<file path="src/design/vfc_pkg.sv">
package vfc_pkg;

   // Register map, one word per register
   localparam int CsrAddrWidth = 5;
   localparam int CsrDataWidth = 32;

   typedef enum logic [2:0] {
      REG_TEMP_SETPOINT     = 3'd0,
      REG_HUMIDITY_SETPOINT = 3'd1,
      REG_ON_THRESHOLD      = 3'd2,
      REG_OFF_THRESHOLD     = 3'd3,
      REG_STARTUP_TICKS     = 3'd4,
      REG_GAIN              = 3'd5,
      REG_DUTY_MIN          = 3'd6,
      REG_DUTY_MAX          = 3'd7
   } reg_index_type;

   // Reset values of the registers
   localparam logic [7:0]  TempSetpointReset     = 8'd35;
   localparam logic [7:0]  HumiditySetpointReset = 8'd60;
   localparam logic [11:0] OnThresholdReset      = 12'd60;
   localparam logic [11:0] OffThresholdReset     = 12'd10;
   localparam logic [15:0] StartupTicksReset     = 16'd2000;
   localparam logic [7:0]  GainReset             = 8'd50;
   localparam logic [9:0]  DutyMinReset          = 10'd300;
   localparam logic [9:0]  DutyMaxReset          = 10'd1000;

   // Duty must move by at least this much before it is rewritten
   localparam int DutyHyst = 15;

   // x/20 = (x>>2)/5, and y/5 = (y*3277)>>14, exact for y below 16384
   localparam int RecipFive = 3277;
   localparam int RecipShift = 14;

   // Depth of the queue between front and back
   localparam int QueueDepth = 2;

   typedef struct packed {
      logic signed [11:0] temperature_tenths;
      logic [9:0]         humidity_tenths;
   } req_type;

   typedef struct packed {
      logic       fan_on;
      logic [9:0] duty;
      logic       drive_written;
   } rsp_type;

   typedef struct packed {
      logic [7:0]  temp_setpoint;
      logic [7:0]  humidity_setpoint;
      logic [11:0] on_threshold;
      logic [11:0] off_threshold;
      logic [15:0] startup_ticks;
      logic [7:0]  gain;
      logic [9:0]  duty_min;
      logic [9:0]  duty_max;
   } cfg_type;

   // Classified tick, handed from front to back
   typedef struct packed {
      logic       above_on;
      logic       below_off;
      logic [9:0] cand;
   } job_type;

   typedef enum logic [2:0] {
      PH_IDLE     = 3'b001,
      PH_STARTING = 3'b010,
      PH_ACTIVE   = 3'b100
   } phase_type;

endpackage

</file>
<file path="src/design/vfc_csr.sv">
module vfc_csr (
   input  logic                               clock,
   input  logic                               reset,
   input  logic                               csr_psel,
   input  logic                               csr_penable,
   input  logic                               csr_pwrite,
   input  logic [vfc_pkg::CsrAddrWidth-1:0]   csr_paddr,
   input  logic [vfc_pkg::CsrDataWidth-1:0]   csr_pwdata,
   output logic [vfc_pkg::CsrDataWidth-1:0]   csr_prdata,
   output logic                               csr_pready,
   output vfc_pkg::cfg_type                   cfg
);

   vfc_pkg::cfg_type      cfg_ff;
   vfc_pkg::cfg_type      cfg_in;
   vfc_pkg::reg_index_type index;
   logic                  wr_en;

   assign index = vfc_pkg::reg_index_type'(csr_paddr[4:2]);
   assign wr_en = csr_psel && csr_penable && csr_pwrite;
   assign csr_pready = 1'b1;
   assign cfg = cfg_ff;

   // Register write decode
   always_comb begin
      cfg_in = cfg_ff;
      if (wr_en) begin
         case (index)
            vfc_pkg::REG_TEMP_SETPOINT:     cfg_in.temp_setpoint     = csr_pwdata[7:0];
            vfc_pkg::REG_HUMIDITY_SETPOINT: cfg_in.humidity_setpoint = csr_pwdata[7:0];
            vfc_pkg::REG_ON_THRESHOLD:      cfg_in.on_threshold      = csr_pwdata[11:0];
            vfc_pkg::REG_OFF_THRESHOLD:     cfg_in.off_threshold     = csr_pwdata[11:0];
            vfc_pkg::REG_STARTUP_TICKS:     cfg_in.startup_ticks     = csr_pwdata[15:0];
            vfc_pkg::REG_GAIN:              cfg_in.gain              = csr_pwdata[7:0];
            vfc_pkg::REG_DUTY_MIN:          cfg_in.duty_min          = csr_pwdata[9:0];
            vfc_pkg::REG_DUTY_MAX:          cfg_in.duty_max          = csr_pwdata[9:0];
            default:                        cfg_in = cfg_ff;
         endcase
      end
   end

   always_ff @(posedge clock) begin
      if (reset) begin
         cfg_ff.temp_setpoint     <= vfc_pkg::TempSetpointReset;
         cfg_ff.humidity_setpoint <= vfc_pkg::HumiditySetpointReset;
         cfg_ff.on_threshold      <= vfc_pkg::OnThresholdReset;
         cfg_ff.off_threshold     <= vfc_pkg::OffThresholdReset;
         cfg_ff.startup_ticks     <= vfc_pkg::StartupTicksReset;
         cfg_ff.gain              <= vfc_pkg::GainReset;
         cfg_ff.duty_min          <= vfc_pkg::DutyMinReset;
         cfg_ff.duty_max          <= vfc_pkg::DutyMaxReset;
      end else begin
         cfg_ff <= cfg_in;
      end
   end

   // Read back
   always_comb begin
      case (index)
         vfc_pkg::REG_TEMP_SETPOINT:     csr_prdata = 32'(cfg_ff.temp_setpoint);
         vfc_pkg::REG_HUMIDITY_SETPOINT: csr_prdata = 32'(cfg_ff.humidity_setpoint);
         vfc_pkg::REG_ON_THRESHOLD:      csr_prdata = 32'(cfg_ff.on_threshold);
         vfc_pkg::REG_OFF_THRESHOLD:     csr_prdata = 32'(cfg_ff.off_threshold);
         vfc_pkg::REG_STARTUP_TICKS:     csr_prdata = 32'(cfg_ff.startup_ticks);
         vfc_pkg::REG_GAIN:              csr_prdata = 32'(cfg_ff.gain);
         vfc_pkg::REG_DUTY_MIN:          csr_prdata = 32'(cfg_ff.duty_min);
         vfc_pkg::REG_DUTY_MAX:          csr_prdata = 32'(cfg_ff.duty_max);
         default:                        csr_prdata = '0;
      endcase
   end

endmodule

</file>
<file path="src/design/vfc_front.sv">
module vfc_front (
   input  logic              clock,
   input  logic              reset,
   input  vfc_pkg::cfg_type  cfg,
   input  logic              req_valid,
   output logic              req_stall,
   input  vfc_pkg::req_type  req_item,
   output logic              job_valid,
   input  logic              job_stall,
   output vfc_pkg::job_type  job_item
);

   // Stage valids
   logic s1_valid_ff, s1_valid_in;
   logic s2_valid_ff, s2_valid_in;
   logic s3_valid_ff, s3_valid_in;
   logic s4_valid_ff, s4_valid_in;
   logic s1_load, s2_load, s3_load, s4_load;

   // Stage payloads
   logic signed [15:0] demand_ff, demand_in;
   logic               neg2_ff, neg2_in;
   logic               above2_ff, above2_in;
   logic               below2_ff, below2_in;
   logic [8:0]         quot_ff, quot_in;
   logic               neg3_ff;
   logic               above3_ff;
   logic               below3_ff;
   logic [16:0]        raw_ff, raw_in;
   vfc_pkg::job_type   job_ff, job_in;

   logic signed [15:0] temp_ext, hum_ext, temp_ref, hum_ref;
   logic signed [15:0] dt, dh;
   logic signed [15:0] excess;
   logic [10:0]        quarter;
   logic [22:0]        prod;
   logic [9:0]         capped;

   // A stage loads when it is empty or its successor moves on
   assign s4_load = !s4_valid_ff || !job_stall;
   assign s3_load = !s3_valid_ff || s4_load;
   assign s2_load = !s2_valid_ff || s3_load;
   assign s1_load = !s1_valid_ff || s2_load;
   assign req_stall = !s1_load;

   assign s1_valid_in = s1_load ? req_valid : s1_valid_ff;
   assign s2_valid_in = s2_load ? s1_valid_ff : s2_valid_ff;
   assign s3_valid_in = s3_load ? s2_valid_ff : s3_valid_ff;
   assign s4_valid_in = s4_load ? s3_valid_ff : s4_valid_ff;

   // Stage 1: demand in twentieths, 2*dT + 3*dH
   assign temp_ext = 16'(req_item.temperature_tenths);
   assign hum_ext  = $signed({6'd0, req_item.humidity_tenths});
   assign temp_ref = $signed({5'd0, cfg.temp_setpoint, 3'd0})
                   + $signed({7'd0, cfg.temp_setpoint, 1'd0});
   assign hum_ref  = $signed({5'd0, cfg.humidity_setpoint, 3'd0})
                   + $signed({7'd0, cfg.humidity_setpoint, 1'd0});
   assign dt = temp_ext - temp_ref;
   assign dh = hum_ext - hum_ref;
   assign demand_in = (dt <<< 1) + (dh <<< 1) + dh;

   // Stage 2: threshold compares and excess/20
   assign excess    = demand_ff - $signed({4'd0, cfg.on_threshold});
   assign neg2_in   = excess[15];
   assign above2_in = demand_ff > $signed({4'd0, cfg.on_threshold});
   assign below2_in = demand_ff < $signed({4'd0, cfg.off_threshold});
   assign quarter   = excess[12:2];
   assign prod      = 23'(quarter) * 23'(vfc_pkg::RecipFive);
   assign quot_in   = prod[22:vfc_pkg::RecipShift];

   // Stage 3: scale by gain
   assign raw_in = 17'(quot_ff) * 17'(cfg.gain);

   // Stage 4: clamp, max first then min
   assign capped = (raw_ff > 17'(cfg.duty_max)) ? cfg.duty_max : raw_ff[9:0];
   always_comb begin
      job_in.above_on  = above3_ff;
      job_in.below_off = below3_ff;
      if (neg3_ff || (capped < cfg.duty_min)) begin
         job_in.cand = cfg.duty_min;
      end else begin
         job_in.cand = capped;
      end
   end

   always_ff @(posedge clock) begin
      if (reset) begin
         s1_valid_ff <= 1'b0;
         s2_valid_ff <= 1'b0;
         s3_valid_ff <= 1'b0;
         s4_valid_ff <= 1'b0;
      end else begin
         s1_valid_ff <= s1_valid_in;
         s2_valid_ff <= s2_valid_in;
         s3_valid_ff <= s3_valid_in;
         s4_valid_ff <= s4_valid_in;
      end
   end

   always_ff @(posedge clock) begin
      if (s1_load) begin
         demand_ff <= demand_in;
      end
      if (s2_load) begin
         neg2_ff   <= neg2_in;
         above2_ff <= above2_in;
         below2_ff <= below2_in;
         quot_ff   <= quot_in;
      end
      if (s3_load) begin
         neg3_ff   <= neg2_ff;
         above3_ff <= above2_ff;
         below3_ff <= below2_ff;
         raw_ff    <= raw_in;
      end
      if (s4_load) begin
         job_ff <= job_in;
      end
   end

   assign job_valid = s4_valid_ff;
   assign job_item  = job_ff;

endmodule

</file>
<file path="src/design/vfc_queue.sv">
module vfc_queue (
   input  logic              clock,
   input  logic              reset,
   input  logic              push_valid,
   output logic              push_stall,
   input  vfc_pkg::job_type  push_item,
   output logic              pop_valid,
   input  logic              pop_stall,
   output vfc_pkg::job_type  pop_item
);

   localparam int PtrWidth = $clog2(vfc_pkg::QueueDepth);
   localparam int CntWidth = $clog2(vfc_pkg::QueueDepth + 1);

   vfc_pkg::job_type      entry_ff [vfc_pkg::QueueDepth];
   logic [PtrWidth-1:0]   wr_ptr_ff, wr_ptr_in;
   logic [PtrWidth-1:0]   rd_ptr_ff, rd_ptr_in;
   logic [CntWidth-1:0]   count_ff, count_in;
   logic                  full, empty, push, pop;

   assign full  = (count_ff == CntWidth'(vfc_pkg::QueueDepth));
   assign empty = (count_ff == '0);
   assign push_stall = full;
   assign pop_valid  = !empty;
   assign pop_item   = entry_ff[rd_ptr_ff];
   assign push = push_valid && !full;
   assign pop  = !empty && !pop_stall;

   // Pointer wrap
   always_comb begin
      wr_ptr_in = wr_ptr_ff;
      rd_ptr_in = rd_ptr_ff;
      if (push) begin
         wr_ptr_in = (wr_ptr_ff == PtrWidth'(vfc_pkg::QueueDepth - 1)) ? '0
                   : wr_ptr_ff + PtrWidth'(1);
      end
      if (pop) begin
         rd_ptr_in = (rd_ptr_ff == PtrWidth'(vfc_pkg::QueueDepth - 1)) ? '0
                   : rd_ptr_ff + PtrWidth'(1);
      end
      count_in = count_ff + CntWidth'(push) - CntWidth'(pop);
   end

   always_ff @(posedge clock) begin
      if (reset) begin
         wr_ptr_ff <= '0;
         rd_ptr_ff <= '0;
         count_ff  <= '0;
      end else begin
         wr_ptr_ff <= wr_ptr_in;
         rd_ptr_ff <= rd_ptr_in;
         count_ff  <= count_in;
      end
   end

   always_ff @(posedge clock) begin
      if (push) begin
         entry_ff[wr_ptr_ff] <= push_item;
      end
   end

   // Occupancy never exceeds the depth
   a_no_overflow: assert property (@(posedge clock) disable iff (reset)
      count_ff <= CntWidth'(vfc_pkg::QueueDepth))
      else $error("queue occupancy above depth");

   // Occupancy tracks the handshakes of the previous cycle
   a_count_track: assert property (@(posedge clock) disable iff (reset)
      !$past(reset) |-> count_ff == $past(count_ff) + CntWidth'($past(push))
                                   - CntWidth'($past(pop)))
      else $error("queue count out of step with push and pop");

endmodule

</file>
<file path="src/design/vfc_back.sv">
module vfc_back (
   input  logic              clock,
   input  logic              reset,
   input  vfc_pkg::cfg_type  cfg,
   input  logic              job_valid,
   output logic              job_stall,
   input  vfc_pkg::job_type  job_item,
   output logic              rsp_valid,
   input  logic              rsp_stall,
   output vfc_pkg::rsp_type  rsp_item
);

   vfc_pkg::phase_type phase_ff, phase_in;
   logic [15:0]        start_count_ff, start_count_in;
   logic [9:0]         duty_now_ff, duty_now_in;
   logic               fan_running_ff, fan_running_in;
   logic               rsp_valid_ff, rsp_valid_in;
   vfc_pkg::rsp_type   rsp_item_ff, rsp_item_in;

   logic               take;
   logic               written;
   logic signed [10:0] diff;
   logic [10:0]        mag;
   logic               moved;

   // Take a job whenever the output register is free or being emptied
   assign take = job_valid && (!rsp_valid_ff || !rsp_stall);
   assign job_stall = !(!rsp_valid_ff || !rsp_stall);

   // Hysteresis on duty changes
   assign diff  = $signed({1'b0, job_item.cand}) - $signed({1'b0, duty_now_ff});
   assign mag   = diff[10] ? 11'(-diff) : 11'(diff);
   assign moved = mag >= 11'(vfc_pkg::DutyHyst);

   // Phase controller
   always_comb begin
      phase_in       = phase_ff;
      start_count_in = start_count_ff;
      duty_now_in    = duty_now_ff;
      fan_running_in = fan_running_ff;
      written        = 1'b0;
      case (phase_ff)
         vfc_pkg::PH_IDLE: begin
            if (job_item.above_on) begin
               start_count_in = cfg.startup_ticks;
               phase_in       = vfc_pkg::PH_STARTING;
               duty_now_in    = cfg.duty_max;
               fan_running_in = 1'b1;
               written        = 1'b1;
            end
         end
         vfc_pkg::PH_STARTING: begin
            if (start_count_ff == '0) begin
               phase_in = vfc_pkg::PH_ACTIVE;
            end else begin
               start_count_in = start_count_ff - 16'd1;
            end
         end
         vfc_pkg::PH_ACTIVE: begin
            if (job_item.below_off) begin
               fan_running_in = 1'b0;
               duty_now_in    = '0;
               phase_in       = vfc_pkg::PH_IDLE;
               written        = 1'b1;
            end else if (moved) begin
               duty_now_in    = job_item.cand;
               fan_running_in = 1'b1;
               written        = 1'b1;
            end
         end
         default: begin
            start_count_in = '0;
            phase_in       = vfc_pkg::PH_IDLE;
         end
      endcase
      rsp_item_in.fan_on        = fan_running_in;
      rsp_item_in.duty          = duty_now_in;
      rsp_item_in.drive_written = written;
   end

   assign rsp_valid_in = take ? 1'b1 : (rsp_valid_ff && rsp_stall);

   always_ff @(posedge clock) begin
      if (reset) begin
         phase_ff       <= vfc_pkg::PH_IDLE;
         start_count_ff <= '0;
         duty_now_ff    <= '0;
         fan_running_ff <= 1'b0;
         rsp_valid_ff   <= 1'b0;
      end else begin
         rsp_valid_ff <= rsp_valid_in;
         if (take) begin
            phase_ff       <= phase_in;
            start_count_ff <= start_count_in;
            duty_now_ff    <= duty_now_in;
            fan_running_ff <= fan_running_in;
         end
      end
   end

   always_ff @(posedge clock) begin
      if (take) begin
         rsp_item_ff <= rsp_item_in;
      end
   end

   assign rsp_valid = rsp_valid_ff;
   assign rsp_item  = rsp_item_ff;

   // A stopped fan always reports zero duty
   a_off_zero: assert property (@(posedge clock) disable iff (reset)
      rsp_valid_ff && !rsp_item_ff.fan_on |-> rsp_item_ff.duty == '0)
      else $error("fan reported off with non-zero duty");

   // Idle means the fan is stopped; start-up means it runs
   a_idle_stopped: assert property (@(posedge clock) disable iff (reset)
      phase_ff == vfc_pkg::PH_IDLE |-> !fan_running_ff && duty_now_ff == '0)
      else $error("fan running while idle");

   a_start_running: assert property (@(posedge clock) disable iff (reset)
      phase_ff == vfc_pkg::PH_STARTING |-> fan_running_ff)
      else $error("fan stopped during start-up");

endmodule

</file>
<file path="src/design/ventilation_fan_controller.sv">
// Ventilation fan controller. Each req transaction carries one sensor tick
// (temperature and humidity in tenths) and produces exactly one rsp
// transaction with the fan state, the current duty and a flag set when the
// tick issued a new drive command. One tick is accepted every clock cycle
// while req_stall is low. Its result passes through six registers before
// it appears on rsp: the four-stage classification pipeline (demand,
// excess/20, gain multiply, clamp), whose first stage loads at the accepting
// edge, one entry of the queue, and the phase controller's output register.
// A two-entry queue between pipeline and controller lets each side stall
// independently. Registers sit on a zero-wait-state APB-style port at byte
// address 4*i and should be written only while no tick is in flight.
module ventilation_fan_controller (
   input  logic                               clock,
   input  logic                               reset,
   input  logic                               req_valid,
   output logic                               req_stall,
   input  vfc_pkg::req_type                   req_item,
   output logic                               rsp_valid,
   input  logic                               rsp_stall,
   output vfc_pkg::rsp_type                   rsp_item,
   input  logic                               csr_psel,
   input  logic                               csr_penable,
   input  logic                               csr_pwrite,
   input  logic [vfc_pkg::CsrAddrWidth-1:0]   csr_paddr,
   input  logic [vfc_pkg::CsrDataWidth-1:0]   csr_pwdata,
   output logic [vfc_pkg::CsrDataWidth-1:0]   csr_prdata,
   output logic                               csr_pready
);

   vfc_pkg::cfg_type cfg;
   logic             front_valid, front_stall;
   vfc_pkg::job_type front_item;
   logic             back_valid, back_stall;
   vfc_pkg::job_type back_item;

   // Register file
   vfc_csr u_csr (
      .clock       (clock),
      .reset       (reset),
      .csr_psel    (csr_psel),
      .csr_penable (csr_penable),
      .csr_pwrite  (csr_pwrite),
      .csr_paddr   (csr_paddr),
      .csr_pwdata  (csr_pwdata),
      .csr_prdata  (csr_prdata),
      .csr_pready  (csr_pready),
      .cfg         (cfg)
   );

   // Classification pipeline
   vfc_front u_front (
      .clock     (clock),
      .reset     (reset),
      .cfg       (cfg),
      .req_valid (req_valid),
      .req_stall (req_stall),
      .req_item  (req_item),
      .job_valid (front_valid),
      .job_stall (front_stall),
      .job_item  (front_item)
   );

   // Decoupling queue
   vfc_queue u_queue (
      .clock      (clock),
      .reset      (reset),
      .push_valid (front_valid),
      .push_stall (front_stall),
      .push_item  (front_item),
      .pop_valid  (back_valid),
      .pop_stall  (back_stall),
      .pop_item   (back_item)
   );

   // Phase controller and output register
   vfc_back u_back (
      .clock     (clock),
      .reset     (reset),
      .cfg       (cfg),
      .job_valid (back_valid),
      .job_stall (back_stall),
      .job_item  (back_item),
      .rsp_valid (rsp_valid),
      .rsp_stall (rsp_stall),
      .rsp_item  (rsp_item)
   );

endmodule
</file>
<file path="config.mk">
export PLATFORM = sky130hd
export DESIGN_NAME = ventilation_fan_controller
export DESIGN_NICKNAME = d
export VERILOG_FILES = /design/src/design/vfc_pkg.sv /design/src/design/vfc_csr.sv /design/src/design/vfc_front.sv /design/src/design/vfc_queue.sv /design/src/design/vfc_back.sv /design/src/design/ventilation_fan_controller.sv
export SDC_FILE = /design/constraint.sdc
export NUM_CORES = 1
export LEC_CHECK = 0
export BUFFER_PORTS_ARGS = -buffer_cell sky130_fd_sc_hd__buf_2
export CAP_MARGIN = 20
export CORE_AREA = 10 10 267 218
export CTS_BUF_LIST = sky130_fd_sc_hd__clkbuf_4 sky130_fd_sc_hd__clkbuf_8
export CTS_CLUSTER_DIAMETER = 200
export DETAILED_ROUTE_END_ITERATION = 12
export DIE_AREA = 0 0 277 228
export SLEW_MARGIN = 20
export SYNTH_ARGS = -nofsm -noshare
export SYNTH_HDL_FRONTEND = slang
export SYNTH_SLANG_ARGS = --single-unit
</file>
<file path="constraint.sdc">
create_clock -name clock -period 12.98 [get_ports clock]
set_input_delay 1.298 -clock clock [delete_from_list [all_inputs] [get_ports clock]]
set_output_delay 1.298 -clock clock [all_outputs]
set_load 0.02 [all_outputs]
</file>
=== After elaboration in Yosys (flattened, before gate mapping) ===
Memory sizes are Yosys's and may differ from the RTL's. A register that Yosys moved wholly into a read port is not among the register bits.
Cells that the tools add are included.

* Bits in registers: 195
* Latch bits: 0
* Bits in writable memories: 24
* ROM bits: 0
* Bits of input ports: 66
* Output and inout bits: 47
* Logic and storage cells: 136
* Memories kept: 1

* Add/subtract/negate cells: 14
* Multipliers: 2
* Divide/modulo/power cells: 0
* $lt $le $gt $ge: 5
* Equal/unequal tests: 15
* Shift operators: 0
* Mux-type cells: 30
* Bitwise logic cells: 1
* Reduce and logical (&&, ||, !) cells: 33

{| class="wikitable"
|+ Memory list
! memory !! depth !! bits a word !! rd ports !! clocked after memory_dff !! wr ports !! RTL line !! RTL
|-
| u_queue.entry_ff || 2 || 12 || 1 || 1 || 1 || vfc_queue.sv:15 || <nowiki>vfc_pkg::job_type entry_ff [vfc_pkg::QueueDepth];</nowiki>
|}

{| class="wikitable"
|+ Operators by type and width
! kind !! count
|-
| $pmux W32 S8 || 1
|-
| $mux W10 || 5
|-
| $pmux W16 S3 || 1
|-
| $add A16 B16 Y16 || 2
|-
| $mux W16 || 2
|-
| $add A11 B9 Y12 || 2
|-
| $mul A11 B12 Y23 const B || 1
|-
| $pmux W10 S2 || 1
|-
| $gt A17 B10 Y1 || 1
|-
| $mul A9 B8 Y17 || 1
|-
| $gt A16 B13 Y1 || 1
|-
| $logic_not A16 Y1 || 1
|-
| $lt A16 B13 Y1 || 1
|-
| $reduce_and A2 Y1 || 8
|-
| $sub A11 B16 Y16 || 1
|-
| $sub A16 B1 Y16 const B || 1
|-
| $sub A16 B13 Y16 || 1
|-
| $eq A3 B3 Y1 const B || 5
|-
| $sub A12 B13 Y14 || 1
|-
| $mux W1 || 13
|-
| $ge A11 B4 Y1 const B || 1
|-
| $mux W11 || 1
|-
| $neg A11 Y11 || 1
|-
| $sub A10 B10 Y11 || 1
|-
| other kinds (19) || 46
|}

=== Longest topological paths before layout ===
Gate-level depths: netlist (run 1).

* Word-level depth: 7
* Depth in mapped cells: 28
* Mapped depth without buffers: 28

=== Cells and area by module ===
A second synthesis (run 1) with hierarchy kept.

* Cells, all modules: 2035
* Area, all modules: 18554.0 um^2

{| class="wikitable"
|+ Modules (own cells, without submodules)
! module !! instances !! cells each !! area an instance (um^2) !! sequential area each (um^2)
|-
| vfc_front || 1 || 1069 || 10089.7 || 1881.8
|-
| vfc_csr || 1 || 477 || 3955.0 || 1681.6
|-
| vfc_back || 1 || 423 || 3409.5 || 980.9
|-
| vfc_queue || 1 || 66 || 1099.8 || 820.8
|}

=== Least setup slack after synthesis (run 1) ===
OpenSTA, ideal clock, no wires.

* Kind: register to register
* From: register u_front.demand_ff[1]
* To: register u_front.quot_ff[8] (data pin)
* Library setup time: 0.258 ns
* Arrival time: 6.021 ns
* Required time: 12.722 ns
* Slack: 6.701 ns
* Cell stages (with the launch flop): 25
* Buffers on the path: 0
* Clock period less this slack: 6.279 ns
* Cell sequence: edfxtp_1 ha_1 nor2b_1 o21bai_1 a31o_2 a31oi_1 a21oi_1 xnor2_1 ha_1 xor2_1 ha_1 inv_1 fa_1 inv_1 fa_1 fa_1 ha_1 a211oi_1 nand2_1 nor4_1 a21oi_1 a41o_1 o21ai_0 o211a_1 xnor2_1

* Longest elaborated chain between the ends: 2

{| class="wikitable"
|+ Ends and longest elaborated chain
! item !! RTL line !! RTL
|-
| from (decl) || vfc_front.sv:21 || <nowiki>logic signed [15:0] demand_ff, demand_in;</nowiki>
|-
| from (signal assigned) || vfc_front.sv:102 || <nowiki>demand_ff <= demand_in;</nowiki>
|-
| $sub A16 B13 Y16 || vfc_front.sv:63 || <nowiki>assign excess = demand_ff - $signed({4'd0, cfg.on_threshold});</nowiki>
|-
| $mul A11 B12 Y23 || vfc_front.sv:68 || <nowiki>assign prod = 23'(quarter) * 23'(vfc_pkg::RecipFive);</nowiki>
|-
| named net u_front.prod[22] || vfc_front.sv:36 || <nowiki>logic [22:0] prod;</nowiki>
|-
| to (signal assigned) || vfc_front.sv:108 || <nowiki>quot_ff <= quot_in;</nowiki>
|-
| to (decl) || vfc_front.sv:25 || <nowiki>logic [8:0] quot_ff, quot_in;</nowiki>
|}

The timed path passes the listed nets, and every way through them passes these cells.
A chain may end at the register's enable or synchronous reset.

=== Worst setup path in the final report (run 1) ===
* From: register u_csr.cfg_ff (netlist bit u_csr.cfg[57])
* To: register u_front.quot_ff[8] (data pin)

* Longest elaborated chain between the ends: 2

{| class="wikitable"
|+ Ends and longest elaborated chain
! item !! RTL line !! RTL
|-
| from (decl) || vfc_csr.sv:14 || <nowiki>vfc_pkg::cfg_type cfg_ff;</nowiki>
|-
| from (signal assigned) || vfc_csr.sv:53 || <nowiki>cfg_ff <= cfg_in;</nowiki>
|-
| $sub A16 B13 Y16 || vfc_front.sv:63 ||
|-
| $mul A11 B12 Y23 || vfc_front.sv:68 ||
|-
| named net u_front.prod[22] || vfc_front.sv:36 ||
|}

The timed path passes the listed nets, and every way through them passes these cells.

==> out/results.ini, run 1 <==
[floorplan]
die-height_microns = 228
die_area_sq_mm = 0.0632
io_pins = 113
floorplan.core_area_sq_mm = 0.0531
dieWidth_microns = 277
std_cell_rows = 76
start_util_pct = 34.4

[sta]
tns_ns = 0
setup_viol_count_final = 0
maxSlewViolCount = 0
final.setup_skew_ns = 0.0350
tightestPinTransition_ns = 1.02
fmaxAchievable_mhz = 140
min_period_over_period_pct = 54.9
slew_headroom_pct = 30.0
finalHoldViolations = 0
grt_setup_unrepaired = false
final.min_clock_period_ns = 7.12

[logic_synthesis]
yosys.area.top_type_share_pct = 15.8
netlist_instances = 2036
post_synthesis_async_set_or_reset_flop_share_pct = 0
flip_flop_and_latch_count_after_synthesis = 220
synth-seq-area-share_pct = 29.4
postSynth.topFlopCell = sky130_fd_sc_hd__dfxtp_1
synth_top_cells_by_area = sky130_fd_sc_hd__edfxtp_1 16%, sky130_fd_sc_hd__ha_1 14%, sky130_fd_sc_hd__dfxtp_1 14%
post_synth_instance_area_sq_mm = 0.0183
synth_enable_flop_cells = 96
synthesis.area_per_instance_sq_um = 8.98
yosysUniqueCellTypes = 79
ys.warnings.count = 0
synth_area_leader = sky130_fd_sc_hd__edfxtp_1

[grt]
first_global_vias = 13966
grt-ovfl-total = 0
antenna_violations_before_repair = 12
grtUsageTotal_pct = 14.9
grt_first_pass_wirelength_mm = 76.8
grt_start_max_net_pins = 98

[clock_tree]
post_cts.resized_instances = 0
cts.clk_slew.worst_paths_ns = 0.06
hold_buffers = 0
cts_sinks = 220
clock_tree.htree_level_count = 2
clk_latency_ns = 0.58
clk_path_buf_depth = 3
post_cts_buffers = 0
ctsRootBufferMaster = sky130_fd_sc_hd__clkbuf_8
clock_tree_from_tritoncts = built
cts_inserted_buffers = 39

[setup_path]
worst_ep_arrival_time_ns = 7.41
worst-setup-path-type = flop to flop
critPathMaxFanout = 5
worstPathRequired_ns = 13.27
critical_path.startpoint_type = flop
timing.critical_path.to_type = flop

[min_path]
hold_path_class = flop to flop

[finish]
areaGrowthSynthToFinish_pct = 10.1
stdcell_count = 2816
layout-drive-gt1-share_pct = 9.94
layout.nets = 2442

[drt]
totalWireLength_mm = 48.8
residual_antenna_violating_net_count_after_detailed_routing = 0
detail_route.wirelength.met1_mm = 23.6
wl_met2_mm = 20.9
route.detailed.drc = 0
route.vias.total = 14616
detail_route.first_pass.iterations = 5
route.met3.wl_mm = 3.17
routed_wire_length_per_instance_microns = 17.3
drt-vias-per-instance = 5.19
drtIter0Drc = 1158
dr.max_layer_used = met5

[status]
outcome = complete, no violations

[flow_run]
cap_viol_max_count = 0

[place]
placed_cells = 2742
hpwl_mm = 38.2
buffer_ports.inserted = 77
globalplace.congestion = 0.861

## routing by layer
metal / vias up / global-route usage (%)
met5: - / 0
met4: 10 / 4.09
met3: 81 / 2.81
met2: 382 / 22.1
met1: 7083 / 21.6
li1: 7060 / -
## per-stage QoR
stage                     hold slack (ns)  area (sq um)  worst slack (ns)  utilization [%]
after floorplan                     0.400         18300              6.70                -
after global placement              0.409         19200              5.97             36.3
after detailed placement            0.417         19200              5.92             36.3
after CTS                           0.426         20100              5.86             37.9
after global routing                0.439         20100              5.44             37.9
final                               0.426         20100              5.86             37.9
## logic make-up after synthesis
family	Yosys count	synth area share [%]
buffers and inverters	337	7.41
AOI/OAI and AO/OA	408	14.9
adders and majority gates	295	24.0
other	2	0.0411
muxes	76	4.48
xor gates and xnor gates	85	4.15
and+or+nand+nor	613	15.7
DFF	220	29.4
## cell usage after synthesis (all sizes together), types with 49 or more instances
| cell | instances |
|---|---|
| xnor2 | 49 |
| mux2i | 50 |
| inv | 238 |
| fa | 92 |
| nor2 | 174 |
| ha | 203 |
| a21oi | 109 |
| edfxtp | 96 |
| clkbuf | 72 |
| nand2 | 208 |
| dfxtp | 124 |
| o21ai | 80 |
## cell usage in the layout (no fill, tap or decap), drive strengths merged, types with 8 or more instances in the layout
master	n
inv	241
nand2	208
ha	203
nor2	174
dfxtp	124
a21oi	109
edfxtp	96
fa	92
buf	87
o21ai	80
clkbuf	61
mux2i	50
xnor2	49
and2	44
xor2	35
nor3	35
nor2b	34
a211o	29
mux2	26
nand3	24
a21o	24
o21a	21
a22oi	21
conb	17
a31oi	16
nand2b	16
a211oi	16
and3	13
a21boi	13
nand3b	12
nor4	12
or2	10
o22ai	10
or3	10
a2bb2oi	9
a22o	8
a221oi	8
## critical path, stage by stage, from the launching register on
cell and delay, ns:
sky130_fd_sc_hd__dfxtp_1 0.34, sky130_fd_sc_hd__inv_1 0.10, sky130_fd_sc_hd__ha_1 0.32, sky130_fd_sc_hd__nor2b_1 0.27, sky130_fd_sc_hd__o21bai_1 0.15, sky130_fd_sc_hd__a31o_2 0.26
sky130_fd_sc_hd__a31oi_1 0.32, sky130_fd_sc_hd__a21oi_1 0.17, sky130_fd_sc_hd__xnor2_1 0.41, sky130_fd_sc_hd__ha_1 0.34, sky130_fd_sc_hd__xor2_1 0.16, sky130_fd_sc_hd__ha_1 0.27
sky130_fd_sc_hd__inv_1 0.05, sky130_fd_sc_hd__fa_1 0.50, sky130_fd_sc_hd__inv_1 0.05, sky130_fd_sc_hd__fa_1 0.53, sky130_fd_sc_hd__fa_1 0.49, sky130_fd_sc_hd__ha_1 0.32
sky130_fd_sc_hd__a211oi_1 0.20, sky130_fd_sc_hd__nand2_1 0.10, sky130_fd_sc_hd__nor4_1 0.25, sky130_fd_sc_hd__a21oi_1 0.19, sky130_fd_sc_hd__a41o_1 0.33, sky130_fd_sc_hd__o21ai_0 0.40
sky130_fd_sc_hd__o211a_1 0.24, sky130_fd_sc_hd__xnor2_1 0.07
## state kept, by name (all words and copies together) (netlist names), 2 cells and up, named ones only
signal	flops
u_csr.cfg	84
u_queue.entry_ff	24
u_front.raw_ff	17
u_back.start_count_ff	16
u_front.demand_ff	16
u_back.rsp_item	12
u_front.job_item	12
u_back.duty_now_ff	10
u_front.quot_ff	9
u_back.phase_ff	3
u_queue.count_ff	2
## final timing paths
check | endpoint | cells past startpoint | slack (ns) | startpoint
min | u_front.below3_ff$_DFFE_PP_ | 0 | 0.43 | u_front.below2_ff$_DFFE_PP_
max reg2reg | u_front.quot_ff[8]$_DFFE_PP_ | 25 | 5.86 | u_csr.cfg[57]$_SDFFE_PP0P_
max | u_front.quot_ff[8]$_DFFE_PP_ | 25 | 5.86 | u_csr.cfg[57]$_SDFFE_PP0P_
min reg2reg | u_front.below3_ff$_DFFE_PP_ | 0 | 0.43 | u_front.below2_ff$_DFFE_PP_
## layout make-up
| class | count | area (sq um) |
|---|---|---|
| fillers | 5340 | 32900 |
| multi-input cells | 1494 | 11600 |
| flip-flops and latches | 220 | 5370 |
| inverters | 239 | 897 |
| well taps | 702 | 878 |
| clock buffers | 61 | 733 |
| repair buffers | 87 | 463 |
| clock inverters | 11 | 120 |
| diodes | 2 | 5.00 |
Power of run 1 is left out: the tool's default activity adds up to more than one toggle a clock period on the data nets, which glitch-free logic cannot reach.
==> run 2: changes to the inputs <==
==> constraint.sdc (replaced) <==
create_clock -name clock -period 6.12 [get_ports clock]
set_input_delay 0.612 -clock clock [delete_from_list [all_inputs] [get_ports clock]]
set_output_delay 0.612 -clock clock [all_outputs]
set_load 0.02 [all_outputs]
==> out/results.ini, run 2 (synthesized netlist as in run 1, its figures left out) <==
[clock_tree]
cts_sinks = 220
clk_latency_ns = 0.57
cts_inserted_buffers = 38
cts.clk_slew.worst_paths_ns = 0.06
ctsRootBufferMaster = sky130_fd_sc_hd__clkbuf_8
clk_path_buf_depth = 3
clock_tree.htree_level_count = 2
clock_tree_from_tritoncts = built

[grt]
first_global_vias = 14370
antenna_violations_before_repair = 11
grt-ovfl-total = 0
grt_first_pass_wirelength_mm = 79.0
grt_start_max_net_pins = 89
grtUsageTotal_pct = 15.2

[sta]
slew_headroom_pct = 22.5
final.min_clock_period_ns = 6.12
min_period_over_period_pct = 100
finalHoldViolations = 0
tightestPinTransition_ns = 1.13
setup_viol_count_final = 1
fin_ws_ns = -0.00380
final.setup_skew_ns = 0.0252
fmaxAchievable_mhz = 163
maxSlewViolCount = 0
grt_setup_unrepaired = true

[drt]
route.met3.wl_mm = 3.75
detail_route.first_pass.iterations = 5
wl_met2_mm = 22.1
detail_route.wirelength.met1_mm = 23.8
residual_antenna_violating_net_count_after_detailed_routing = 0
routed_wire_length_per_instance_microns = 17.4
route.vias.total = 14923
route.detailed.drc = 0
totalWireLength_mm = 50.6
drt-vias-per-instance = 5.14
dr.max_layer_used = met5
drtIter0Drc = 1151

[flow_run]
cap_viol_max_count = 0

[finish]
stdcell_count = 2903
layout_common_cells = 233 x sky130_fd_sc_hd__inv_1, 207 x sky130_fd_sc_hd__nand2_1, 193 x sky130_fd_sc_hd__ha_1
largest_register_ffs = 84
layout.nets = 2528
areaGrowthSynthToFinish_pct = 15.0
mostFrequentLayoutCell = sky130_fd_sc_hd__inv_1
layout.cell_area.non_filler_sq_mm = 0.0210
layout-drive-gt1-share_pct = 15.0

[setup_path]
crit_path_cell_trace = ha_4 > nand3_4 > o21bai_4 > a31o_4 > nand3b_1 > buf_4 > buf_4 > xor2_4 > buf_4 > ha_4 > inv_1 > fa_1 > fa_1 > fa_2 > fa_1 > inv_1 > ha_2 > o21a_1 > o22ai_4 > a21oi_2 > a41o_1 > o211ai_1 > a21oi_2 > o221a_2
critPathSlowestCell = sky130_fd_sc_hd__fa_2
worstPathRequired_ns = 6.42
r2r_slack_ns = -0.004
worst-setup-path-type = flop to flop
timing.critical_path.slowest_cell_delay_ns = 0.60
ff2ff_path_depth = 24
critPathMaxFanout = 3
critical_path.startpoint_type = flop
launch_point_of_the_worst_reg_to_reg_path = u_front.demand_ff[4]$_DFFE_PN_
timing.critical_path.to_type = flop
worst_ep_arrival_time_ns = 6.43
timing.rr.end = u_front.quot_ff[7]$_DFFE_PP_

[floorplan]
die_area_sq_mm = 0.0632
die-height_microns = 228
dieWidth_microns = 277
start_util_pct = 34.4
floorplan.core_area_sq_mm = 0.0531
io_pins = 113
std_cell_rows = 76

[place]
dpl-instance-area_sq_mm = 0.0198
hpwl_mm = 39.3
placed_cells = 2809
globalplace.congestion = 0.892
buffer_ports.inserted = 77

[min_path]
timing.hold.worst.start = req_item[0]
hold_path_class = input port to flop
whs_path_depth = 1
hold_end = u_front.demand_ff[0]$_DFFE_PN_

[status]
failed_checks = setup timing
outcome = finished, violations left

[run 2: cell types whose count changed in the layout (fill, tap and decap cells not counted), moves of 8 or more]
cell,previous run,this run
sky130_fd_sc_hd__buf_4,11,97
sky130_fd_sc_hd__ha_4,0,8
sky130_fd_sc_hd__ha_1,203,193
sky130_fd_sc_hd__clkbuf_4,17,9
[run 2: repair_timing]
action                                  CTS  global route
hold buffers                              0             0
gates resized for setup                  14            31
pin swaps                                19            35
setup buffers                            14             6
endpoints found under the setup margin    6             8
[run 2: layout make-up]
class                      count  area, sq um
clock buffer                  53          673
sequential                   220         5370
antenna                        5         12.5
fill                        5305        32000
tap                          702          878
timing repair buffer         174         1120
multi-input combinational   1494        11900
inverter                     239          897
clock inverter                16          150
[run 2: how the worst max path moves through the flow]
stage,endpoint,slack (ns),depth (start not counted),startpoint
global placement,u_front.quot_ff[7]$_DFFE_PP_,-0.18,25,u_front.demand_ff[1]$_DFFE_PN_
detailed placement,u_front.quot_ff[7]$_DFFE_PP_,-0.21,25,u_front.demand_ff[1]$_DFFE_PN_
global route,u_front.quot_ff[7]$_DFFE_PP_,-0.29,24,u_front.demand_ff[9]$_DFFE_PN_
finish,u_front.quot_ff[7]$_DFFE_PP_,-0.004,24,u_front.demand_ff[4]$_DFFE_PN_
CTS,u_front.quot_ff[7]$_DFFE_PP_,0.003,26,u_front.demand_ff[1]$_DFFE_PN_
floorplan,u_front.quot_ff[7]$_DFFE_PP_,0.03,25,u_front.demand_ff[1]$_DFFE_PN_
[run 2: metal layers]
metal	up-vias	GRT usage, %
li1	7234	-
met1	7222	21.9
met2	385	22.7
met3	70	3.29
met4	12	3.80
met5	-	0
[run 2: through the flow]
stage	setup TNS [ns]	hold slack, ns	setup WS, ns	utilization, %
after floorplan	0	0.400	0.0267	-
after global routing	-1.03	0.250	-0.293	39.6
after global placement	-0.518	0.423	-0.177	37.2
after detailed placement	-0.697	0.430	-0.213	37.2
after CTS	0	0.247	0.00338	39.2
final	-0.00380	0.280	-0.00380	39.6
[run 2: worst max-delay path: cells and delay by family (launching register included)]
family / cells / cell delay (ns)
adders and majority gates: 7 / 2.79
buffers and inverters: 5 / 0.56
xor gates and xnor gates: 1 / 0.17
and+or+nand+nor: 2 / 0.22
AOI/OAI and AO/OA: 9 / 1.69
DFF: 1 / 0.44
Power of run 2 is left out for the same reason.
